`config.mk`:
```
export PLATFORM = sky130hd
export DESIGN_NAME = can_id_presence_window_counter_top
export DESIGN_NICKNAME = d
export VERILOG_FILES = /design/src/rtl/cidpw_pkg.sv /design/src/rtl/cidpw_ctrl.sv /design/src/rtl/cidpw_cnt_mem.sv /design/src/rtl/can_id_presence_window_counter_top.sv
export SDC_FILE = /design/constraint.sdc
export NUM_CORES = 2
export LEC_CHECK = 0
export BUFFER_PORTS_ARGS = -buffer_cell sky130_fd_sc_hd__buf_2
export CAP_MARGIN = 15
export CORE_UTILIZATION = 54
export CTS_CLUSTER_DIAMETER = 80
export CTS_CLUSTER_SIZE = 16
export DETAILED_ROUTE_END_ITERATION = 7
export PLACE_DENSITY = 0.83
export SLEW_MARGIN = 20
export SYNTH_ARGS = -nofsm -noshare
export SYNTH_HDL_FRONTEND = slang
export SYNTH_SLANG_ARGS = --single-unit
export TNS_END_PERCENT = 20
```
`constraint.sdc`:
```
create_clock -name aclk -period 46.1 [get_ports aclk]
set_clock_uncertainty 0.05 [all_clocks]
set_input_delay 9.22 -clock aclk [delete_from_list [all_inputs] [get_ports aclk]]
set_output_delay 9.22 -clock aclk [all_outputs]
set_load 0.01 [all_outputs]
```
`src/rtl/cidpw_pkg.sv`:
```
package cidpw_pkg;

    localparam int NUM_BUSES_DEF = 2;
    localparam int NUM_IDS_DEF   = 11;
    localparam int KNOWN_IDS     = 11;

    localparam int OP_W    = 2;
    localparam int BUS_W   = 2;
    localparam int ID_W    = 29;
    localparam int TIME_W  = 32;
    localparam int MINF_W  = 16;
    localparam int CNT_W   = 16;
    localparam int TOTAL_W = 20;
    localparam int MASK_W  = 11;
    localparam int STATE_W = 2;
    localparam int SLOT_W  = 4;
    localparam int CFG_IDX_W = 1;
    localparam int CFG_DATA_W = 32;
    localparam int S_DATA_W = 72;
    localparam int M_DATA_W = 72;

    localparam logic [CNT_W-1:0]  CNT_MAX          = 16'hFFFF;
    localparam logic [TIME_W-1:0] LISTEN_LEN_RESET = 32'd3000;
    localparam logic [MINF_W-1:0] MIN_FRAMES_RESET = 16'd3;

    localparam logic [CFG_IDX_W-1:0] REG_LISTEN_LEN = 1'd0;
    localparam logic [CFG_IDX_W-1:0] REG_MIN_FRAMES = 1'd1;

    localparam logic [STATE_W-1:0] RS_IDLE    = 2'd0;
    localparam logic [STATE_W-1:0] RS_RUNNING = 2'd1;
    localparam logic [STATE_W-1:0] RS_DONE    = 2'd2;

    localparam logic [ID_W-1:0] SLOT_IDS [KNOWN_IDS] = '{
        29'h370, 29'h39B, 29'h399, 29'h3FD, 29'h3EE, 29'h129,
        29'h273, 29'h102, 29'h119, 29'h3E9, 29'h3C2
    };

    typedef enum logic [OP_W-1:0] {
        OP_START = 2'd0,
        OP_FRAME = 2'd1,
        OP_TICK  = 2'd2,
        OP_QUERY = 2'd3
    } op_t;

    typedef enum logic [2:0] {
        PH_IDLE = 3'b001,
        PH_RUN  = 3'b010,
        PH_DONE = 3'b100
    } phase_t;

    // per-item control handed from the front end to the counter stage
    typedef struct packed {
        logic              clear;
        logic              inc_en;
        logic [SLOT_W-1:0] slot;
        logic [BUS_W-1:0]  bus;
        logic              bus_ok;
        phase_t            phase;
        logic [TIME_W-1:0] deadline;
        logic [TIME_W-1:0] now;
    } item_ctrl_t;

    typedef struct packed {
        logic [STATE_W-1:0] run_state;
        logic [MASK_W-1:0]  seen_mask;
        logic [TOTAL_W-1:0] frame_total;
        logic               bus_active;
        logic [TIME_W-1:0]  ms_left;
    } result_t;

    // returns {hit, slot}
    function automatic logic [SLOT_W:0] slot_lookup(input logic [ID_W-1:0] id);
        logic              hit;
        logic [SLOT_W-1:0] slot;
        hit  = 1'b0;
        slot = '0;
        for (int i = KNOWN_IDS - 1; i >= 0; i--) begin
            if (id == SLOT_IDS[i]) begin
                hit  = 1'b1;
                slot = SLOT_W'(i);
            end
        end
        return {hit, slot};
    endfunction

endpackage

```
`src/rtl/cidpw_ctrl.sv`:
```
module cidpw_ctrl
    import cidpw_pkg::*;
#(
    parameter int NUM_BUSES = NUM_BUSES_DEF,
    parameter int NUM_IDS   = NUM_IDS_DEF
) (
    input  logic              aclk,
    input  logic              aresetn,
    input  logic              accept,
    input  op_t               op,
    input  logic [BUS_W-1:0]  bus,
    input  logic [ID_W-1:0]   can_id,
    input  logic [TIME_W-1:0] now_ms,
    input  logic [TIME_W-1:0] listen_len,
    output item_ctrl_t        ctrl
);

    phase_t            phase_reg, phase_next;
    logic [TIME_W-1:0] deadline_reg, deadline_next;
    logic [SLOT_W:0]   lookup;
    logic              bus_ok;
    logic              running;
    logic              before_deadline;
    logic              slot_ok;
    logic              clear;
    logic              inc_en;

    assign lookup          = slot_lookup(can_id);
    assign bus_ok          = {1'b0, bus} < (BUS_W + 1)'(NUM_BUSES);
    assign running         = (phase_reg == PH_RUN);
    assign before_deadline = now_ms < deadline_reg;
    assign slot_ok         = lookup[SLOT_W] &&
                             ({1'b0, lookup[SLOT_W-1:0]} < (SLOT_W + 1)'(NUM_IDS));

    always_comb begin
        phase_next    = phase_reg;
        deadline_next = deadline_reg;
        clear         = 1'b0;
        inc_en        = 1'b0;
        case (op)
            OP_START: begin
                clear         = 1'b1;
                phase_next    = PH_RUN;
                deadline_next = now_ms + listen_len;
            end
            OP_FRAME: begin
                inc_en = running && before_deadline && bus_ok && slot_ok;
            end
            OP_TICK: begin
                if (running && !before_deadline) begin
                    phase_next = PH_DONE;
                end
            end
            OP_QUERY: begin
            end
            default: begin
            end
        endcase
    end

    always_ff @(posedge aclk) begin
        if (!aresetn) begin
            phase_reg    <= PH_IDLE;
            deadline_reg <= '0;
        end else if (accept) begin
            phase_reg    <= phase_next;
            deadline_reg <= deadline_next;
        end
    end

    always_comb begin
        ctrl.clear    = clear;
        ctrl.inc_en   = inc_en;
        ctrl.slot     = lookup[SLOT_W-1:0];
        ctrl.bus      = bus;
        ctrl.bus_ok   = bus_ok;
        ctrl.phase    = phase_next;
        ctrl.deadline = deadline_next;
        ctrl.now      = now_ms;
    end

endmodule

```
`src/rtl/cidpw_cnt_mem.sv`:
```
module cidpw_cnt_mem
    import cidpw_pkg::*;
#(
    parameter int NUM_BUSES = NUM_BUSES_DEF,
    parameter int NUM_IDS   = NUM_IDS_DEF
) (
    input  logic              aclk,
    input  logic              aresetn,
    input  logic              accept,
    input  item_ctrl_t        ctrl,
    input  logic [MINF_W-1:0] min_frames,
    input  logic              advance,
    output logic              busy,
    output result_t           res
);

    localparam int AW    = (NUM_BUSES > 1) ? $clog2(NUM_BUSES) : 1;
    localparam int CNT_SPAN = NUM_IDS * CNT_W;
    localparam int ROW_W = CNT_SPAN + TOTAL_W;

    // one row per bus: all slot counters plus their running total
    logic [ROW_W-1:0]     row_mem [NUM_BUSES];
    logic [NUM_BUSES-1:0] row_valid_reg, row_valid_next;

    logic [ROW_W-1:0] rd_row_reg;
    logic [ROW_W-1:0] fwd_row_reg;
    logic             fwd_hit_reg;
    logic             rd_valid_reg;
    logic             s1_valid_reg;
    item_ctrl_t       s1_reg;

    logic [AW-1:0]      rd_addr;
    logic [AW-1:0]      wr_addr;
    logic               wr_en;
    logic [ROW_W-1:0]   old_row;
    logic [ROW_W-1:0]   new_row;
    logic [NUM_IDS-1:0] seen;
    logic               any_bump;
    logic [TOTAL_W-1:0] total_new;
    logic [STATE_W-1:0] run_state;

    assign rd_addr = ctrl.bus_ok ? ctrl.bus[AW-1:0] : '0;
    assign wr_addr = s1_reg.bus_ok ? s1_reg.bus[AW-1:0] : '0;
    assign wr_en   = advance && s1_valid_reg && s1_reg.bus_ok;
    assign busy    = s1_valid_reg;

    always_ff @(posedge aclk) begin
        if (accept) begin
            rd_row_reg <= row_mem[rd_addr];
        end
        if (wr_en) begin
            row_mem[wr_addr] <= new_row;
        end
    end

    // a start wipes every row at once, later than any write-back at the same edge
    always_comb begin
        row_valid_next = row_valid_reg;
        if (wr_en) begin
            row_valid_next[wr_addr] = 1'b1;
        end
        if (accept && ctrl.clear) begin
            row_valid_next = '0;
        end
    end

    always_ff @(posedge aclk) begin
        if (!aresetn) begin
            row_valid_reg <= '0;
            s1_valid_reg  <= 1'b0;
        end else begin
            row_valid_reg <= row_valid_next;
            if (accept) begin
                s1_valid_reg <= 1'b1;
            end else if (advance) begin
                s1_valid_reg <= 1'b0;
            end
        end
    end

    always_ff @(posedge aclk) begin
        if (accept) begin
            s1_reg       <= ctrl;
            rd_valid_reg <= ctrl.bus_ok && row_valid_reg[rd_addr];
            fwd_hit_reg  <= wr_en && (s1_reg.bus == ctrl.bus);
            fwd_row_reg  <= new_row;
        end
    end

    always_comb begin
        if (s1_reg.clear) begin
            old_row = '0;
        end else if (fwd_hit_reg) begin
            old_row = fwd_row_reg;
        end else if (rd_valid_reg) begin
            old_row = rd_row_reg;
        end else begin
            old_row = '0;
        end
    end

    always_comb begin
        logic [CNT_W-1:0] cnt;
        logic             bump;
        any_bump = 1'b0;
        new_row  = old_row;
        seen     = '0;
        for (int i = 0; i < NUM_IDS; i++) begin
            cnt  = old_row[i*CNT_W +: CNT_W];
            bump = s1_reg.inc_en && (s1_reg.slot == SLOT_W'(i)) && (cnt != CNT_MAX);
            cnt  = cnt + CNT_W'(bump);
            any_bump = any_bump | bump;
            new_row[i*CNT_W +: CNT_W] = cnt;
            seen[i] = cnt >= min_frames;
        end
        total_new = old_row[CNT_SPAN +: TOTAL_W] + TOTAL_W'(any_bump);
        new_row[CNT_SPAN +: TOTAL_W] = total_new;
    end

    always_comb begin
        case (s1_reg.phase)
            PH_IDLE: run_state = RS_IDLE;
            PH_RUN:  run_state = RS_RUNNING;
            PH_DONE: run_state = RS_DONE;
            default: run_state = RS_IDLE;
        endcase
    end

    always_comb begin
        res.run_state   = run_state;
        res.seen_mask   = '0;
        res.frame_total = '0;
        if (s1_reg.bus_ok) begin
            for (int i = 0; i < NUM_IDS && i < MASK_W; i++) begin
                res.seen_mask[i] = seen[i];
            end
            res.frame_total = total_new;
        end
        res.bus_active = (s1_reg.bus == '0) || (res.frame_total != '0);
        if ((s1_reg.phase == PH_RUN) && (s1_reg.deadline > s1_reg.now)) begin
            res.ms_left = s1_reg.deadline - s1_reg.now;
        end else begin
            res.ms_left = '0;
        end
    end

endmodule

```
`src/rtl/can_id_presence_window_counter_top.sv`:
```
// CAN id presence counter over a listen window. Each item carries an operation
// (start, received frame, time tick, bus query) and returns exactly one result:
// run state plus the per-slot seen mask, frame total, bus activity and ms left
// for the addressed bus, all taken after the item's own update. One item can be
// accepted every clock unless the output is held; its result passes through the
// counter stage register and then the output register. While a result waits
// for m_tready the counter stage holds one more item, then the input stalls.
// The counters sit in a row memory with one row per bus that is read when an
// item is accepted and written back when it leaves the counter stage; a row
// written back at the same edge is forwarded to the next item on that bus. A
// start clears all rows at once through per-row valid bits, so there is no
// clearing pass after reset. The user must write the window length and
// min_frames on the cfg port only while the block is idle; it is not enforced.
module can_id_presence_window_counter_top
    import cidpw_pkg::*;
#(
    parameter int NUM_BUSES = NUM_BUSES_DEF,
    parameter int NUM_IDS   = NUM_IDS_DEF
) (
    input  logic                  aclk,
    input  logic                  aresetn,

    input  logic                  cfg_we,
    input  logic [CFG_IDX_W-1:0]  cfg_index,
    input  logic [CFG_DATA_W-1:0] cfg_wdata,

    input  logic                  s_tvalid,
    output logic                  s_tready,
    // op[1:0], bus[3:2], can_id[32:4], now_ms[64:33], zero fill
    input  logic [S_DATA_W-1:0]   s_tdata,

    output logic                  m_tvalid,
    input  logic                  m_tready,
    // run_state[1:0], seen_mask[12:2], frame_total[32:13], bus_active[33],
    // ms_left[65:34], zero fill
    output logic [M_DATA_W-1:0]   m_tdata
);

    logic [TIME_W-1:0] listen_len_reg;
    logic [MINF_W-1:0] min_frames_reg;

    logic       accept;
    logic       advance;
    logic       busy;
    item_ctrl_t ctrl;
    result_t    res;
    result_t    out_reg;
    logic       m_valid_reg;

    always_ff @(posedge aclk) begin
        if (!aresetn) begin
            listen_len_reg <= LISTEN_LEN_RESET;
            min_frames_reg <= MIN_FRAMES_RESET;
        end else if (cfg_we) begin
            case (cfg_index)
                REG_LISTEN_LEN: listen_len_reg <= cfg_wdata[TIME_W-1:0];
                REG_MIN_FRAMES: min_frames_reg <= cfg_wdata[MINF_W-1:0];
                default: begin
                end
            endcase
        end
    end

    // the counter stage moves on whenever the output register is free or draining
    assign advance  = busy && (!m_valid_reg || m_tready);
    assign s_tready = !busy || advance;
    assign accept   = s_tvalid && s_tready;

    cidpw_ctrl #(
        .NUM_BUSES (NUM_BUSES),
        .NUM_IDS   (NUM_IDS)
    ) u_ctrl (
        .aclk       (aclk),
        .aresetn    (aresetn),
        .accept     (accept),
        .op         (op_t'(s_tdata[1:0])),
        .bus        (s_tdata[3:2]),
        .can_id     (s_tdata[32:4]),
        .now_ms     (s_tdata[64:33]),
        .listen_len (listen_len_reg),
        .ctrl       (ctrl)
    );

    cidpw_cnt_mem #(
        .NUM_BUSES (NUM_BUSES),
        .NUM_IDS   (NUM_IDS)
    ) u_cnt_mem (
        .aclk       (aclk),
        .aresetn    (aresetn),
        .accept     (accept),
        .ctrl       (ctrl),
        .min_frames (min_frames_reg),
        .advance    (advance),
        .busy       (busy),
        .res        (res)
    );

    always_ff @(posedge aclk) begin
        if (!aresetn) begin
            m_valid_reg <= 1'b0;
        end else if (advance) begin
            m_valid_reg <= 1'b1;
        end else if (m_tready) begin
            m_valid_reg <= 1'b0;
        end
    end

    always_ff @(posedge aclk) begin
        if (advance) begin
            out_reg <= res;
        end
    end

    assign m_tvalid = m_valid_reg;
    assign m_tdata  = {6'b0, out_reg.ms_left, out_reg.bus_active, out_reg.frame_total,
                       out_reg.seen_mask, out_reg.run_state};

endmodule
```
Word level (Yosys, flattened, before mapping):

Memory sizes are Yosys's and may differ from the RTL's. A register that Yosys moved wholly into a read port is not among the register bits.
Index checks and enable logic that the tools add are counted.

* bits in registers: 427
* RAM bits: 392
* logic and storage cells: 201
* memories: 1

* add/subtract/negate cells: 14
* magnitude comparators: 18
* equality and inequality tests: 38
* muxes and demuxes: 43
* bitwise gates (word level): 13
* reductions and logical operators: 51

Memories
* u_cnt_mem.row_mem: words 2, width 196, rd ports 1, clocked after memory_dff 1, write ports 1, RTL line cidpw_cnt_mem.sv:22 `logic [ROW_W-1:0] row_mem [NUM_BUSES];`

Operators with widths (number)
* $mux W196: 3
* $eq A29 B10 Y1 const B: 8
* $add A16 B1 Y16: 11
* $ge A16 B16 Y1: 11
* $ne A16 B16 Y1 const B: 11
* $eq A29 B9 Y1 const B: 3
* $mux W4: 11
* $logic_and A1 B1 Y1: 36
* $add A32 B32 Y32: 1
* $gt A32 B32 Y1: 1
* $lt A32 B32 Y1: 1
* $mux W32: 1
* $sub A32 B32 Y32: 1
* $mux W1: 23
* $add A20 B1 Y20: 1
* $mux W20: 1
* $reduce_bool A20 Y1: 1
* $eq A4 B3 Y1 const B: 4
* $eq A4 B4 Y1 const B: 3
* $or A1 B1 Y1: 10
* $eq A4 B2 Y1 const B: 2
* $eq A3 B2 Y1 const B: 2
* $pmux W3 S2: 1
* $eq A4 B1 Y1 const B: 1
* other kinds (20): 29

Depth between registers and ports, before layout:

* depth after elaboration: 19
* mapped depth: 27
* depth with buffers taken out: 20

Modules after synthesis:

From an unflattened synthesis, not the netlist that was laid out.

* cell total of the unflattened synthesis: 3961
* area total of the unflattened synthesis: 50035.5 sq um

By module, submodules not included
* cidpw_cnt_mem: instances 1, cells each 3036, area each 41423.5 sq um, seq. area each 25944.9 sq um
* cidpw_ctrl: instances 1, cells each 641, area each 4623.2 sq um, seq. area each 700.7 sq um
* can_id_presence_window_counter_top: instances 1, cells each 284, area each 3988.8 sq um, seq. area each 2962.8 sq um

Least setup slack after synthesis:

OpenSTA, ideal clock, no wires.

* path type: input to register
* from: input port m_tready
* to: register u_ctrl.deadline_reg[21]
* setup time: 0.106 ns
* arrival: 37.940 ns
* path slack: 8.004 ns
* cell stages on the path: 5
* path through: nor2b_1 > a21oi_1 > nand2_1 > or4_1 > o311ai_0

* word-level cells in the longest chain between the ends: 4

Ends and longest elaborated chain
* from (decl): RTL line can_id_presence_window_counter_top.sv:33 `input logic m_tready,`
* $logic_or A1 B1 Y1: RTL line can_id_presence_window_counter_top.sv:65 `assign advance = busy && (!m_valid_reg || m_tready);`
* $logic_and A1 B1 Y1: RTL line can_id_presence_window_counter_top.sv:65
* $logic_or A1 B1 Y1: RTL line can_id_presence_window_counter_top.sv:66 `assign s_tready = !busy || advance;`
* $logic_and A1 B1 Y1: RTL line can_id_presence_window_counter_top.sv:67 `assign accept = s_tvalid && s_tready;`
* net accept: RTL line can_id_presence_window_counter_top.sv:42 `logic accept;`
* to (signal assigned): RTL line cidpw_ctrl.sv:67 `deadline_reg <= deadline_next;`
* to (decl): RTL line cidpw_ctrl.sv:19 `logic [TIME_W-1:0] deadline_reg, deadline_next;`

The timed path passes the listed nets, and every way through them passes these cells.
A chain may end at the register's enable or synchronous reset.

Worst setup path after layout:

* from: input port m_tready
* to: output port s_tready

* word-level cells in the longest chain between the ends: 3

Ends and longest elaborated chain
* $logic_or A1 B1 Y1: RTL line can_id_presence_window_counter_top.sv:65
* $logic_and A1 B1 Y1: RTL line can_id_presence_window_counter_top.sv:65
* $logic_or A1 B1 Y1: RTL line can_id_presence_window_counter_top.sv:66
* to (decl): RTL line can_id_presence_window_counter_top.sv:28 `output logic s_tready,`

Every way passes these cells.

==> summary.md <==
| Metric | Value |
|---|---|
| Leading area contributor after synthesis | edfxtp_1 |
| Reg2reg setup slack | 38.32 ns |
| Final wirelength | 109900 µm |
| TritonRoute pass-1 iters | 7 |
| Vias in the first global route | 30840 |
| Reg2Reg Launch Point | u_cnt_mem.rd_valid_reg |
| Layout cells sized above 1 | 13.50% |
| Commonest non-fill, non-tap cell in the layout | edfxtp_1 |
| Die Span Y | 302.7 µm |
| Arrival time worst endpoint | 10.03 ns |
| Cell variety after synth | 80 |
| Max Cap Viol | 0 |
| # hold bufs at CTS | 0 |
| Synthesis-to-finish area growth | 8.505% |
| Top-level port count | 184 |
| Final core occ | 59.56% |
| Fmax | 0.05180 GHz |
| Core footprint | 0.08892 mm² |
| Post-synthesis sequential element count | 1015 |
| Hold Path Cell Cnt | 2 |
| Critical Path Sink Type | output port |
| Root Driver | clkbuf_16 |
| WL per Instance | 21.21 µm |
| RD Place Congestion | 0.8981 |
| Resized cells post-CTS | 0 |
| Launching element type of the critical path | primary input |
| Critical path class | in2out |
| Fin. Hold Viols | 0 |
| Period Utilization, post-route | 41.87% |
| Initial antenna violation count | 8 |
| Starting Density | 54.90% |
| Post-Place Cell Area | 0.05088 mm² |
| Pre-CTS WS | 26.78 ns |
| Num rows | 109 |
| Gr usage total | 23.80% |
| TritonCTS Buffers | 73 |
| Min cycle time layout | 19.30 ns |
| VDD IR-drop max | 0.02790 mV |
| WHS Endpoint | min_frames_reg[8] |
| Synth Area per Inst | 12.70 µm² |
| Clk_lat worst skew | 0.63 ns |
| Min-delay src | min_frames_reg[8] |
| RSZ-0062 raised after global routing | no |
| Nets | 4388 |
| Synth Cell Area | 0.04881 mm² |
| Clock Path Buffers | 3 |
| Pwr/cell area | 35.52 mW/mm² |
| H-tree depth | 3 |
| Dominant synthesized flop cell | edfxtp_1 |
| TritonCTS Sinks | 1015 |
| Pin count of the biggest net entering global routing | 172 |
| Synth area leaders | edfxtp_1 57%, ha_1 7.5%, mux2_2 4.7%, dfxtp_1 3.6%, nor2_1 2.5% |
| Post-Syn Instances | 3845 |
| Final WS setup | 26.80 ns |
| Required time of the critical path | 36.83 ns |
| Status | completed |
| Syn. warnings | 0 |
| Yosys top cell area share | 57.09% |
| GRT overflow | 0 |
| Worst-path clk slew | 0.07 ns |
| Buffers added on ports | 170 |
| Fin. max-slew vios | 0 |
| DR iter-0 viols | 3136 |
| Post-synth EDFFs | 928 |
| Most frequent cells in the layout | 928 x edfxtp_1, 327 x nor2_1, 314 x nand2_1, 294 x ha_1, 205 x mux2_2 |
| CTS tree | yes |
| Reg2Reg Depth | 21 |
| # DRC | 0 |
| CP Max Fanout | 4 |
| Relative slew slack | 23.53% |
| Setup TNS | 0 ns |
| DPL Wire Length | 68960 µm |
| Hold_ws | 0.4037 ns |
| Finish-stage setup viols | 0 |
| Max reg flops | 392 |
| Tightest Hold Check Type | reg2reg |
| First-pass GRT wire length | 169400 µm |
| Via-to-Cell Ratio | 6.094 |
| Worst-Margin Slew | 1.146 ns |
| Post-synth ARST share | 0% |
| Final Cell Area | 0.05296 mm² |
| Die area | 0.09160 mm² |
| Die Wd | 302.7 µm |
| Via count | 31560 |
| Post-route ant nets | 0 |
| Post-CTS Setup Bufs | 0 |
| Seq/Total Area, Yosys | 60.66% |
| Leakage | 19.94 nW |
| # fillers | 6728 |
| Reg-to-Reg End | m_tdata[33] |
[per-layer routing]
metal / vias up / part of all wire, % / global-route usage (%)
met2: 1279 / 48 / 40.07
met1: 15380 / 41 / 31.48
met4: 0 / 3.5 / 8.650
li1: 14670 / - / -
met3: 233 / 7.6 / 3.416
met5: - / 0 / 0
[cell families (layout without fill, tap and decap cells)]
group | count (synthesis) | after routing | share of synthesized area, %
simple gates | 1107 | 1107 | 10.83
flops | 1015 | 1015 | 60.66
compound gates | 734 | 734 | 10.01
fa+ha+maj | 296 | 296 | 7.618
buf+inv | 275 | 432 | 2.335
mux | 209 | 209 | 4.811
xor+xnor | 208 | 208 | 3.732
other cells | 1 | 12 | 0.007682
[metrics by stage]
step | power [mW] | instances
after floorplan | 1.248 | 3850
after global placement | 1.282 | 5072
after detailed placement | 1.292 | 5072
after CTS | 1.889 | 5172
after global routing | 1.946 | 5177
final | 1.881 | 5178
[power breakdown]
group | internal, mW | switching (mW)
Clock | 0.309 | 0.297
Combinational | 0.0780 | 0.134
Sequential | 1.05 | 0.0145
Total | 1.44 | 0.446
[worst max-delay path by stage]
stage / startpoint / cells past startpoint / slack (ns) / endpoint
after global placement: m_tready / 4 / 26.84 / s_tready
after floorplan: m_tready / 5 / 8.00 / u_ctrl.deadline_reg[21]
after detailed placement: m_tready / 4 / 26.78 / s_tready
after global routing: m_tready / 4 / 26.72 / s_tready
after CTS: m_tready / 4 / 26.80 / s_tready
final: m_tready / 4 / 26.80 / s_tready
[worst max-delay path, cell delays in order]
cell,delay (ns)
buf_2,0.10
nor2b_1,0.42
nand2_1,0.13
buf_2,0.16
[synthesized netlist by cell type, drive strengths merged (10+ instances only)]
cell / instances
a2111oi: 11
a211oi: 21
a21o: 102
a21oi: 174
a22o: 30
a22oi: 137
a31oi: 17
and2: 33
and3: 19
buf: 75
clkbuf: 83
dfxtp: 87
edfxtp: 928
ha: 294
inv: 117
mux2: 205
nand2: 315
nand2b: 30
nand3: 120
nand3b: 15
nand4: 35
nand4b: 11
nor2: 329
nor2b: 32
nor3: 60
nor3b: 15
nor4: 26
o2111ai: 11
o211ai: 10
o21a: 20
o21ai: 131
o21bai: 12
or2: 18
or3: 16
or4: 12
xnor2: 93
xor2: 115
[area by class of cell]
cell class	count	area (µm²)	area share, %
timing repair buffer	215	1251	2.362
antenna	6	15.01	0.02835
multi-input combinational	2560	18130	34.23
sequential	1015	29610	55.90
inverter	117	439.2	0.8292
clock inverter	2	17.52	0.03307
clock buffer	98	2048	3.867
tap	1165	1458	2.752
No activity file was read; power rests on OpenSTA's default activity.
